`config.mk`:
```
export PLATFORM = sky130hd
export DESIGN_NAME = cnm_divider
export DESIGN_NICKNAME = d
export VERILOG_FILES = /design/src/rtl/cosine_nearest_match_defines.svh /design/src/rtl/cnm_pkg.sv /design/src/rtl/cnm_divider.sv
export SDC_FILE = /design/constraint.sdc
export NUM_CORES = 1
export LEC_CHECK = 0
export ABC_AREA = 1
export CORE_MARGIN = 4
export CORE_UTILIZATION = 60
export CTS_BUF_LIST = sky130_fd_sc_hd__clkbuf_8
export DETAILED_ROUTE_END_ITERATION = 8
export DONT_BUFFER_PORTS = 1
export PLACE_DENSITY = 0.83
export SYNTH_ARGS = -nofsm -noshare
export SYNTH_HDL_FRONTEND = slang
export SYNTH_SLANG_ARGS = --single-unit
```
`constraint.sdc`:
```
create_clock -name aclk -period 5.8 [get_ports aclk]
set_input_delay 1.16 -clock aclk [delete_from_list [all_inputs] [get_ports aclk]]
set_output_delay 1.16 -clock aclk [all_outputs]
set_load 0.005 [all_outputs]
```
`src/rtl/cosine_nearest_match_defines.svh`:
```
// Assertion macros shared by the cosine match RTL.
`ifndef COSINE_NEAREST_MATCH_DEFINES_SVH
`define COSINE_NEAREST_MATCH_DEFINES_SVH
// Implication checked on every clock edge outside reset.
`define CNM_ASSERT_IMP(label, clk, rstn, ante, cons) \
    label: assert property (@(posedge clk) disable iff (!rstn) (ante) |-> (cons)) \
        else $error("assertion failed");
// Next-cycle implication checked outside reset.
`define CNM_ASSERT_NEXT(label, clk, rstn, ante, cons) \
    label: assert property (@(posedge clk) disable iff (!rstn) (ante) |=> (cons)) \
        else $error("assertion failed");
`endif

```
`src/rtl/cnm_pkg.sv`:
```
// Package with sizes, command codes and types for the cosine match block.
`timescale 1ns / 1ps
`default_nettype none
package cnm_pkg;
    localparam int MaxRecords = 256;
    localparam int MaxDim = 512;
    localparam int RecW = $clog2(MaxRecords);
    localparam int CntW = $clog2(MaxRecords + 1);
    localparam int DimW = $clog2(MaxDim);
    localparam int PosW = $clog2(MaxDim + 1);
    localparam int AddrW = RecW + DimW;
    // Accumulator widths: a sum of MaxDim products of two 16-bit values.
    localparam int DotW = 31 + PosW + 1;
    localparam int NormW = 30 + PosW + 1;
    localparam int RootW = (NormW + 1) / 2;
    localparam int DenW = 2 * RootW;
    localparam int NumW = DotW + 15;

    typedef enum logic [1:0] {
        CMD_ADD   = 2'd0,
        CMD_QUERY = 2'd1,
        CMD_CLEAR = 2'd2,
        CMD_NONE  = 2'd3
    } cmd_t;
endpackage
`default_nettype wire

```
`src/rtl/cnm_divider.sv`:
```
// Restoring divider that produces one quotient bit per cycle.
`timescale 1ns / 1ps
`default_nettype none
module cnm_divider (
    input  wire logic                        aclk,
    input  wire logic                        aresetn,
    input  wire logic                        start,
    input  wire logic [cnm_pkg::NumW-1:0]    numer,
    input  wire logic [cnm_pkg::DenW-1:0]    denom,
    output logic                             done,
    output logic [cnm_pkg::NumW-1:0]         quot
);
    localparam int BitW = $clog2(cnm_pkg::NumW + 1);
    logic [cnm_pkg::NumW-1:0] q_reg, q_next;
    logic [cnm_pkg::DenW-1:0] r_reg, r_next;
    logic [cnm_pkg::DenW-1:0] d_reg;
    logic [BitW-1:0]          n_reg, n_next;
    logic                     busy_reg, busy_next, done_reg, done_next;
    logic [cnm_pkg::DenW:0]   trial;

    always_comb begin
        q_next = q_reg;
        r_next = r_reg;
        n_next = n_reg;
        busy_next = busy_reg;
        done_next = 1'b0;
        trial = {r_reg, q_reg[cnm_pkg::NumW-1]};
        if (start) begin
            q_next = numer;
            r_next = '0;
            n_next = BitW'(cnm_pkg::NumW);
            busy_next = 1'b1;
        end else if (busy_reg) begin
            if (trial >= {1'b0, d_reg}) begin
                r_next = cnm_pkg::DenW'(trial - {1'b0, d_reg});
                q_next = {q_reg[cnm_pkg::NumW-2:0], 1'b1};
            end else begin
                r_next = trial[cnm_pkg::DenW-1:0];
                q_next = {q_reg[cnm_pkg::NumW-2:0], 1'b0};
            end
            n_next = n_reg - 1'b1;
            if (n_reg == BitW'(1)) begin
                busy_next = 1'b0;
                done_next = 1'b1;
            end
        end
    end

    always_ff @(posedge aclk) begin
        if (!aresetn) begin
            busy_reg <= 1'b0;
            done_reg <= 1'b0;
        end else begin
            busy_reg <= busy_next;
            done_reg <= done_next;
        end
        q_reg <= q_next;
        r_reg <= r_next;
        n_reg <= n_next;
        if (start) d_reg <= denom;
    end

    assign done = done_reg;
    assign quot = q_reg;
endmodule
`default_nettype wire

```
==> results of run 1 <==
-- path summary, 6_finish.rpt --
check        depth (start not counted)        end
max                                 14   r_reg[4]
min                                  2  r_reg[27]
max reg2reg                         14   r_reg[4]
min reg2reg                          2  r_reg[27]
-- worst max-delay path, delay by kind of cell (launching register included) --
family,cells,cell delay [ns]
compound gates,1,0.11
fa+ha+maj,1,0.15
buf+inv,2,0.21
flops,1,0.47
simple gates,10,1.75
-- where the power goes --
group          switching (W)  leakage [nW]  total, W  internal (W)
clock               0.000478         0.204  0.000803      0.000326
sequential         0.0000462          1.40   0.00126       0.00122
combinational       0.000147          3.65  0.000218     0.0000708
total               0.000671          5.26   0.00228       0.00161
-- through the flow --
step | total power (W) | utilization, %
2_1_floorplan | 0.00144 | -
3_3_place_gp | 0.00150 | 62.8
3_5_place_dp | 0.00150 | 62.8
4_1_cts | 0.00230 | 65.4
5_1_grt | 0.00239 | 65.4
6_report | 0.00228 | 65.4
-- Yosys cell counts, types with 2 or more instances --
| cell type | count |
|---|---|
| o21ai_0 | 10 |
| a21oi_1 | 33 |
| a31oi_1 | 2 |
| clkinv_1 | 2 |
| xnor2_1 | 22 |
| nand2_1 | 582 |
| ha_1 | 44 |
| buf_2 | 7 |
| nand2_2 | 5 |
| o21ai_1 | 17 |
| a21o_1 | 2 |
| nand3_1 | 89 |
| buf_6 | 4 |
| nand3b_1 | 28 |
| clkbuf_1 | 16 |
| nor2_1 | 84 |
| nor3_1 | 2 |
| nand4_1 | 2 |
| o21bai_1 | 6 |
| nand3_2 | 6 |
| dfxtp_1 | 50 |
| edfxtp_1 | 99 |
| and2_1 | 3 |
| a21oi_2 | 2 |
| nor2_2 | 8 |
| inv_1 | 221 |
| buf_4 | 4 |
-- per-layer routing --
layer  global-route usage, %  routed length (µm)  up-vias  share of wire, %
li1                        -                   -     4202                 -
met1                    33.5                9800     3650                43
met2                    43.0               10400      307                46
met3                    8.78                1980       45               8.7
met4                    8.82                 535        0               2.4
met5                       0                   0        -                 0
-- placed cells by master, fill, tap and decap left out, types with 6 or more instances in the layout --
| cell type | Yosys | routed |
|---|---|---|
| o21bai_1 | 6 | 6 |
| nand3_2 | 6 | 6 |
| nand3b_1 | 28 | 28 |
| o21ai_0 | 10 | 10 |
| clkbuf_8 | 0 | 17 |
| nor2_1 | 84 | 83 |
| nand2_1 | 582 | 582 |
| ha_1 | 44 | 44 |
| dfxtp_1 | 50 | 50 |
| xnor2_1 | 22 | 22 |
| o21ai_1 | 17 | 17 |
| a21oi_1 | 33 | 33 |
| nor2_2 | 8 | 9 |
| inv_1 | 221 | 221 |
| nand3_1 | 89 | 89 |
| edfxtp_1 | 99 | 99 |
-- logic make-up after synthesis --
kind of cell    synth area share, %
flops                          41.5
compound gates                 4.23
xor+xnor                       2.11
simple gates                   35.5
fa+ha+maj                      5.96
buf+inv                        10.7
-- final cells by class --
type                       instances  area (µm²)  share of cell area [%]
clock buffer                      17         234                    2.32
clock inverter                    15         164                    1.63
inverter                         223         837                    8.30
multi-input combinational        956        4570                    45.3
sequential                       149        3970                    39.4
tap                              211         264                    2.62
timing repair buffer               5        37.5                   0.372
==> results.txt, run 1 <==
Worst R2R Start - quot[56]
Area grow syn2layout - 5.40%
Syn Nets - 1507
Synth top area cells - edfxtp_1 31%, nand2_1 23%, dfxtp_1 10%
TNS Setup - 0 ns
Yosys Warn Count - 0
Post-cts repair resize count - 0
Final net count - 1499
Fmax - 359 MHz
Final hold slack - 0.473 ns
Share of the yosys chip area belonging to registers - 41.5%
Top-area cell type share of the netlist area - 31.1%
Drt total wl - 22700 µm
Layout Cells excl Fill - 1576
Ant. Diodes - 0
Global-route wire length before repair - 38500 µm
Core Region - 15400 µm²
Critical Path Sink Type - register
Tcrit/Tclk final - 48.1%
Seq cells post-synth - 149
Vias - 8204
H-Tree Depth - 4
Hold_buf cts - 0
Critical path class - register to register
Endpoints failing hold - 0
Max-Cap Viols - 0
Hpwl dp - 17100 µm
Finish-stage setup viols - 0
Drt drc - 0
Startpoint types - register
Hold Path Origin - r_reg[27]
GP Congestion - 0.987
Fin crit period - 2.79 ns
WP data arrival - 3.17 ns
# clock sinks - 149
Skew final - 0.0215 ns
Slew @ Worst Pin - 0.914 ns
Max VDD drop - 0.185 mV
Largest net degree at the start of global routing - 105
Grt total ovfl - 0
Starting Density - 62.0%
Routed vias/inst - 5.21
Cell breakdown of the critical path - inv_1 > ha_1 > inv_1 > nand3_1 > nand3_1 > nand2_1 > nand3_2 > nand2_1 > nand2_2 > nand2_4 > nand2_8 > nand2_1 > nand3_1 > o21ai_1
Rows - 45
Die H - 134 µm
Buffers on Ports - 0
Final WS setup - 3.01 ns
Post-route cell area - 10100 µm²
Netlist cell types - 37
Cells after DPL - 1544
CTS buffer count - 17
Power Dens Cells - 226 nW/µm²
RSZ-0062 raised after global routing - false
Antenna viol nets, final - 0
Outcome - completed
Overall Global Routing Usage - 26.5%
Share of layout cells above drive strength 1 - 4.69%
Final Slew Violations - 0
Routed WL per cell - 14.4 µm
Top cell type by total area after synthesis - edfxtp_1
Worst R2R Setup Slack - 3.01 ns
Top Ports - 160
DR pass1 iterations - 6
Setup crit start - quot[56]
Root buf cell - clkbuf_8
Synthesized area per cell - 7.03 µm²
WP data required - 6.19 ns
Max Buffers Root-to-Sink - 2
Prevailing post-synth register cell - edfxtp_1
Initial DRC Count - 647
CTS clock-pin slew for the worst setup and hold paths - 0.10 ns
Worst slack at placement - 3.11 ns
CTS tree - built
Lkg Pwr - 5.26 nW
DP Area - 9680 µm²
Slew margin rel. - 39.1%
Crit-path max cell delay - 0.47 ns
Max FO, Critical Path - 45
Clock Latency Late Sink - 0.47 ns
Largest register FFs - 57
Initial antenna violation count - 0
Total die area - 18000 µm²
Mapped cell area - 9570 µm²
CP max-delay cell - edfxtp_1
Hold WC Path Type - register to register
Fillers - 1420
Die width - 134 µm
Number of global-route vias before repair - 7989
Post-synth EDFFs - 99
FFs w/ async S/R, synth - 0%
Post-CTS setup buffers - 0
Post-Syn Instances - 1360
Note: power is estimated with default switching activity, not from simulation.
==> run 2: changes to the inputs <==
--- a/config.mk
+++ b/config.mk
@@ -5,7 +5,7 @@
 export SDC_FILE = /design/constraint.sdc
 export NUM_CORES = 1
 export LEC_CHECK = 0
-export ABC_AREA = 1
+export ABC_AREA = 0
 export CORE_MARGIN = 4
 export CORE_UTILIZATION = 60
 export CTS_BUF_LIST = sky130_fd_sc_hd__clkbuf_8
==> constraint.sdc (replaced) <==
create_clock -name aclk -period 2.9 [get_ports aclk]
set_input_delay 0.58 -clock aclk [delete_from_list [all_inputs] [get_ports aclk]]
set_output_delay 0.58 -clock aclk [all_outputs]
set_load 0.005 [all_outputs]
==> run 2 against run 1 <==
Global-route usage rose by 0.12 points. Non-clock buffer count rose by 62. The run now ends with setup timing left. Largest cell class unchanged. Clock power rose by 120%. Wire length fell by 0.22%. Register-to-register slack got worse by 3.0 ns. Area after synthesis fell by 9.8%.
==> results.txt, run 2 <==
XOR/XNOR Fraction of Synth Area - 3.45% (was 2.11%)
Critical path class - register to register (unchanged)
Netlist cell types - 67 (was 37)
Total die area - 16400 µm² (was 18000 µm²)
Rows - 43 (was 45)
# clock sinks - 149 (unchanged)
Cells after DPL - 1025 (was 1544)
Mapped cell area - 8630 µm² (was 9570 µm²)
Post-Synth Adder-Cell Area - 6.61% (was 5.96%)
Final core utilization - 70.8% (was 65.4%)
Crit path capture - r_reg[5] (was r_reg[4])
Hpwl dp - 15300 µm (was 17100 µm)
Drt total wl - 22700 µm (about the same)
Power Dens Cells - 577 nW/µm² (was 226 nW/µm²)
Outcome - finished with violations (was completed)
Grt total ovfl - 0 (unchanged)
Largest register FFs - 57 (unchanged)
Share of the yosys chip area belonging to registers - 46.0% (was 41.5%)
Most common cell in the netlist - edfxtp_1 (was nand2_1)
Endpoints failing hold - 0 (unchanged)
Max VDD drop - 0.515 mV (was 0.185 mV)
H-Tree Depth - 4 (unchanged)
Seq pwr share - 46.2% (was 55.3%)
Hold_buf cts - 0 (unchanged)
WP data required - 3.26 ns (was 6.19 ns)
GP Congestion - 0.957 (was 0.987)
Max-Cap Viols - 0 (unchanged)
Core Region - 14000 µm² (was 15400 µm²)
Slew @ Worst Pin - 1.16 ns (was 0.914 ns)
Worst slack at placement - -0.321 ns (was 3.11 ns)
Max Buffers Root-to-Sink - 2 (unchanged)
Critical Path Sink Type - register (unchanged)
Final WS setup - -0.00934 ns (was 3.01 ns)
P_int - 0.00390 W (was 0.00161 W)
Skew final - 0.0177 ns (was 0.0215 ns)
Busiest layer in global routing - met2 (unchanged)
Failing checks - setup timing
Syn Nets - 987 (was 1507)
Drt drc - 0 (unchanged)
Met1 global-route usage - 32.3% (was 33.5%)
Tcrit/Tclk final - 100% (was 48.1%)
Startpoint types - register (unchanged)
Yosys Warn Count - 0 (unchanged)
FF-to-FF End - r_reg[5] (was r_reg[4])
Max FO, Critical Path - 8 (was 45)
Ant. Diodes - 0 (unchanged)
Initial antenna violation count - 0 (unchanged)
Share of layout cells above drive strength 1 - 23.6% (was 4.69%)
Top-area cell type share of the netlist area - 34.4% (was 31.1%)
Overall Global Routing Usage - 26.6% (was 26.5%)
Synthesized area per cell - 10.3 µm² (was 7.03 µm²)
Switching portion of total power - 31.8% (was 29.4%)
Synth cell count leaders - 99 x edfxtp_1, 67 x nor2_1, 57 x mux2_2 (was 582 x nand2_1, 221 x inv_1, 99 x edfxtp_1)
Worst R2R Start - r_reg[2] (was quot[56])
Seq cells post-synth - 149 (unchanged)
Worst R2R Setup Slack - -0.009 ns (was 3.01 ns)
Root buf cell - clkbuf_8 (unchanged)
Buffers on Ports - 0 (unchanged)
Top Ports - 160 (unchanged)
Global-route wire length before repair - 34800 µm (was 38500 µm)
FFs w/ async S/R, synth - 0% (unchanged)
Largest net degree at the start of global routing - 153 (was 105)
Die H - 128 µm (was 134 µm)
Routed vias/inst - 6.53 (was 5.21)
CTS clock-pin slew for the worst setup and hold paths - 0.09 ns (was 0.10 ns)
Top cell type by total area after synthesis - edfxtp_1 (unchanged)
Hold path cells - 0 (was 2)
RSZ-0062 raised after global routing - true (was false)
Final net count - 1029 (was 1499)
WP data arrival - 3.27 ns (was 3.17 ns)
CP max-delay cell - dfxtp_1 (was edfxtp_1)
Fin crit period - 2.91 ns (was 2.79 ns)
Final Slew Violations - 0 (unchanged)
Post-Syn Instances - 840 (was 1360)
Starting Density - 61.7% (was 62.0%)
Finish-stage setup viols - 1 (was 0)
Slew margin rel. - 22.9% (was 39.1%)
Fmax - 344 MHz (was 359 MHz)
CTS buffer count - 17 (unchanged)
Crit-path max cell delay - 0.45 ns (was 0.47 ns)
Lkg Pwr - 3.93 nW (was 5.26 nW)
Prevailing post-synth register cell - edfxtp_1 (unchanged)
Switching pwr - 0.00182 W (was 0.000671 W)
GRT met2 Usage - 44.3% (was 43.0%)
Compound-Gate Fraction of Synth Area - 19.4% (was 4.22%)
Clock Latency Late Sink - 0.47 ns (about the same)
Initial DRC Count - 780 (was 647)
Routed WL per cell - 21.1 µm (was 14.4 µm)
DP Area - 9020 µm² (was 9680 µm²)
Antenna viol nets, final - 0 (unchanged)
Most frequent cells in the layout - 99 x edfxtp_1, 66 x nor2_1, 58 x buf_4 (was 582 x nand2_1, 221 x inv_1, 99 x edfxtp_1)
Reg2Reg Depth - 12 (was 14)
Commonest non-fill, non-tap cell in the layout - edfxtp_1 (was nand2_1)
Post-synth EDFFs - 99 (unchanged)
Synth Area in Simple Gates - 12.4% (was 35.5%)
Post-synthesis mux area share - 7.44% (was 0%)
Clock Power Share - 30.3% (was 35.2%)
Met3 Usage GRT - 8.83% (was 8.78%)
Layout Cells excl Fill - 1075 (was 1576)
Cell breakdown of the critical path - ha_4 > a21o_1 > a21oi_2 > a2111oi_4 > or2_1 > o2111ai_2 > nand2_2 > o21ai_4 > buf_6 > buf_8 > nand3_1 > a311oi_1 (was inv_1 > ha_1 > inv_1 > nand3_1 > nand3_1 > nand2_1 > nand3_2 > nand2_1 > nand2_2 > nand2_4 > nand2_8 > nand2_1 > nand3_1 > o21ai_1)
Area grow syn2layout - 14.8% (was 5.40%)
Fillers - 1006 (was 1420)
Vias - 7018 (was 8204)
Gate power share - 23.6% (was 9.5%)
CTS tree - built (unchanged)
Largest family of logic cells by synthesized area - compound AO/OA/AOI/OAI gates (was simple AND/OR/NAND/NOR gates)
Synth top area cells - edfxtp_1 34%, dfxtp_1 12%, mux2_2 7.4% (was edfxtp_1 31%, nand2_1 23%, dfxtp_1 10%)
Die width - 128 µm (was 134 µm)
Post-route cell area - 9910 µm² (was 10100 µm²)
Number of global-route vias before repair - 6877 (was 7989)
DR pass1 iterations - 5 (was 6)
Setup crit start - r_reg[2] (was quot[56])
Final Power - 0.00572 W (was 0.00228 W)
Hold WC Path Type - primary input to register (was register to register)
run 2: repair_timing:
action                                  4_1_cts  5_1_grt
endpoints found under the setup margin       42       41
gates resized for setup                      14       55
cloned                                        0        2
buffers inserted                              5       11
pin swaps                                     4       26
run 2: layout make-up:
cell class / count / area [µm²] / area share (%)
inverter: 50 / 188 / 1.89
clock inverter: 15 / 191 / 1.93
multi-input combinational: 597 / 4530 / 45.7
clock buffer: 17 / 234 / 2.36
sequential: 149 / 3980 / 40.1
timing repair buffer: 67 / 571 / 5.76
tap: 180 / 225 / 2.27
run 2: power by group through the flow:
stage	Combinational [W]	Sequential, W	Clock [W]
5_1_grt	0.00146	0.00266	0.00186
3_3_place_gp	0.00115	0.00267	0
2_1_floorplan	0.000932	0.00262	0
4_1_cts	0.00122	0.00263	0.00176
3_5_place_dp	0.00120	0.00268	0
6_report	0.00135	0.00264	0.00173
run 2: worst min-delay path by stage:
stage / start / endpoint / slack, ns
3_3_place_gp: n_reg[1] / n_reg[1] / 0.48
3_5_place_dp: r_reg[11] / r_reg[11] / 0.49
2_1_floorplan: n_reg[1] / n_reg[1] / 0.47
5_1_grt: denom[5] / d_reg[5] / 0.16
4_1_cts: start / r_reg[26] / 0.17
6_report: denom[26] / d_reg[26] / 0.20
run 2: per-stage QoR:
stage                     setup TNS, ns  hold WS, ns
after floorplan                       0        0.469
after global placement            -8.56        0.479
after detailed placement          -7.66        0.494
after CTS                             0        0.166
after global routing              -1.72        0.164
final                          -0.00934        0.202
run 2: critical path: cells and delay by family (launching register included):
family / cells / cell delay (ns)
compound gates: 6 / 1.30
simple gates: 3 / 0.50
flops: 1 / 0.45
buf+inv: 2 / 0.29
fa+ha+maj: 1 / 0.25
run 2: cells by family after synthesis:
| kind of cell | Yosys count |
|---|---|
| AOI/OAI and AO/OA | 238 |
| DFF | 149 |
| buffers and inverters | 94 |
| xor gates and xnor gates | 34 |
| and+or+nand+nor | 223 |
| adders and majority gates | 45 |
| muxes | 57 |
run 2: metal layers:
metal	part of all wire [%]	routed length [µm]
met1	39	8730
met2	49	11100
met3	9.9	2240
met4	2.9	650
met5	0	0
==> run 3: changes to the inputs <==
--- a/config.mk
+++ b/config.mk
@@ -5,7 +5,7 @@
 export SDC_FILE = /design/constraint.sdc
 export NUM_CORES = 1
 export LEC_CHECK = 0
-export ABC_AREA = 0
+export ABC_AREA = 1
 export CORE_MARGIN = 4
 export CORE_UTILIZATION = 60
 export CTS_BUF_LIST = sky130_fd_sc_hd__clkbuf_8
==> run 3 against run 2 <==
The flow now finishes without violations. Power is 19% lower. Worst hold slack worse by 0.0017 ns. Clock skew rose by 0.0039 ns. First-iteration DRC count shrank 18%. Count of clock-buffer cells in the layout unchanged. Register-to-register slack better by 0.41 ns. Core utilization fell by 5.1 points. Die area up 10%. Cell count is 47% higher. Sequential cell count unchanged. Wire length grew 5.2%. Worst setup slack gained 0.41 ns. Critical path type unchanged. Critical endpoint is now r_reg[24]. Highest routed layer unchanged.
==> results.txt, run 3 (synthesis gave the netlist of run 1 again) <==
Fmax - 400 MHz (was 344 MHz)
Die width - 134 µm (was 128 µm)
Overall Global Routing Usage - 26.7% (was 26.6%)
Share of layout cells above drive strength 1 - 4.82% (was 23.6%)
Drt drc - 0 (unchanged)
Starting Density - 62.0% (was 61.7%)
DR pass1 iterations - 8 (was 5)
Clock Latency Late Sink - 0.47 ns (about the same)
Power Dens Cells - 457 nW/µm² (was 577 nW/µm²)
Skew final - 0.0216 ns (was 0.0177 ns)
Finish-stage setup viols - 0 (was 1)
Slew margin rel. - 62.3% (was 22.9%)
Post-cts repair resize count - 0 (was 14)
CTS tree - built (unchanged)
Setup crit start - d_reg[28] (was r_reg[2])
WP data required - 3.27 ns (was 3.26 ns)
Tcrit/Tclk final - 86.1% (was 100%)
Area grow syn2layout - 6.11% (was 14.8%)
Hold Path Origin - denom[32] (was denom[26])
Largest register FFs - 57 (unchanged)
Reg2Reg Depth - 11 (was 12)
WP data arrival - 2.87 ns (was 3.27 ns)
Core Region - 15400 µm² (was 14000 µm²)
Top Ports - 160 (unchanged)
Commonest non-fill, non-tap cell in the layout - nand2_1 (was edfxtp_1)
Ant. Diodes - 0 (unchanged)
Number of global-route vias before repair - 7863 (was 6877)
Drt total wl - 23800 µm (was 22700 µm)
Critical path class - register to register (unchanged)
RSZ-0062 raised after global routing - false (was true)
Worst R2R Start - d_reg[28] (was r_reg[2])
Largest net degree at the start of global routing - 105 (was 153)
Routed vias/inst - 5.27 (was 6.53)
Max VDD drop - 0.555 mV (was 0.515 mV)
Hold Crit Endpoint - d_reg[32] (was d_reg[26])
Hpwl dp - 17700 µm (was 15300 µm)
Grt total ovfl - 0 (unchanged)
# clock sinks - 149 (unchanged)
Fin crit period - 2.50 ns (was 2.91 ns)
CTS buffer count - 17 (unchanged)
Hold WC Path Type - primary input to register (unchanged)
Post-route cell area - 10100 µm² (was 9910 µm²)
Global-route wire length before repair - 38700 µm (was 34800 µm)
Max Buffers Root-to-Sink - 2 (unchanged)
TNS Setup - 0 ns (was -0.00934 ns)
DP Area - 9750 µm² (was 9020 µm²)
Most frequent cells in the layout - 582 x nand2_1, 222 x inv_1, 99 x edfxtp_1 (was 99 x edfxtp_1, 66 x nor2_1, 58 x buf_4)
Antenna viol nets, final - 0 (unchanged)
Total die area - 18000 µm² (was 16400 µm²)
Initial antenna violation count - 0 (unchanged)
Final net count - 1503 (was 1029)
Max FO, Critical Path - 20 (was 8)
Die H - 134 µm (was 128 µm)
Lkg Pwr - 5.29 nW (was 3.93 nW)
Endpoints failing hold - 0 (unchanged)
Hold path cells - 0 (unchanged)
Slew @ Worst Pin - 0.563 ns (was 1.16 ns)
Routed WL per cell - 15.1 µm (was 21.1 µm)
FF-to-FF End - r_reg[24] (was r_reg[5])
CTS clock-pin slew for the worst setup and hold paths - 0.10 ns (was 0.09 ns)
Final Slew Violations - 0 (unchanged)
H-Tree Depth - 4 (unchanged)
Startpoint types - register (unchanged)
Outcome - completed (was finished with violations)
Initial DRC Count - 637 (was 780)
Post-CTS setup buffers - 0 (was 5)
GP Congestion - 1.04 (was 0.957)
Hold_buf cts - 0 (unchanged)
Fillers - 1377 (was 1006)
Buffers on Ports - 0 (unchanged)
Rows - 45 (was 43)
Area of the multi-input gates - 4570 µm² (was 4530 µm²)
Critical Path Sink Type - register (unchanged)
Max-Cap Viols - 0 (unchanged)
Root buf cell - clkbuf_8 (unchanged)
Flip-flop and latch area - 3970 µm² (was 3980 µm²)
Vias - 8333 (was 7018)
Worst R2R Setup Slack - 0.40 ns (was -0.009 ns)
==> run 3: changes by cell type in the layout (fill, tap and decap cells not counted), sizes merged, moves of 27 or more <==
cell	change
nand3b	+27
nand3	+51
a311oi	-33
nand2	+545
mux2	-57
inv	+174
buf	-57
==> run 3: power breakdown <==
| part | total (W) | internal (W) | switching [W] |
|---|---|---|---|
| clock network | 0.00166 | 0.000787 | 0.000877 |
| registers | 0.00252 | 0.00243 | 0.0000914 |
| logic | 0.000455 | 0.000149 | 0.000306 |
| total | 0.00464 | 0.00337 | 0.00127 |
==> run 3: per-layer routing <==
| layer | wire length [µm] | part of all wire [%] | global-route usage (%) | up-vias |
|---|---|---|---|---|
| li1 | - | - | - | 4207 |
| met1 | 10100 | 42 | 34.3 | 3731 |
| met2 | 11200 | 47 | 44.5 | 351 |
| met3 | 2030 | 8.5 | 6.86 | 44 |
| met4 | 499 | 2.1 | 8.20 | 0 |
| met5 | 0 | 0 | 0 | - |
==> run 3: metrics by stage <==
stage / hold slack (ns) / std cells / setup slack, ns / power [W] / utilization (%)
2_1_floorplan: 0.443 / 1360 / 0.508 / 0.00289 / -
3_3_place_gp: 0.456 / 1548 / 0.491 / 0.00300 / 63.2
3_5_place_dp: 0.458 / 1548 / 0.446 / 0.00302 / 63.2
4_1_cts: 0.170 / 1580 / 0.442 / 0.00466 / 65.8
5_1_grt: 0.170 / 1580 / 0.175 / 0.00483 / 65.8
6_report: 0.200 / 1580 / 0.402 / 0.00464 / 65.8
==> run 3: critical path, cell delays in order (launching register included) <==
cell and delay [ns]:
edfxtp_1 0.32, inv_1 0.04, ha_1 0.35, a21oi_1 0.30, o21bai_1 0.13, nand2_1 0.10, a21oi_1 0.11, nor2_4 0.36
buf_4 0.33, nand3b_1 0.18, nand3_1 0.12, nand2_1 0.05
==> run 3: worst max-delay path by stage <==
stage | slack (ns) | cells after the start | endpoint
final | 0.40 | 11 | r_reg[24]
after global routing | 0.17 | 14 | r_reg[16]
after CTS | 0.44 | 11 | r_reg[24]
after detailed placement | 0.45 | 11 | r_reg[24]
after global placement | 0.49 | 11 | r_reg[24]
after floorplan | 0.51 | 4 | quot[0]
==> run 3: area by class of cell <==
| class | count | share of cell area [%] |
|---|---|---|
| Multi-Input combinational cell | 956 | 45.0 |
| Sequential cell | 149 | 39.2 |
| Inverter | 223 | 8.25 |
| Tap cell | 211 | 2.60 |
| Clock buffer | 17 | 2.31 |
| Clock inverter | 15 | 1.61 |
| Timing Repair Buffer | 9 | 1.04 |
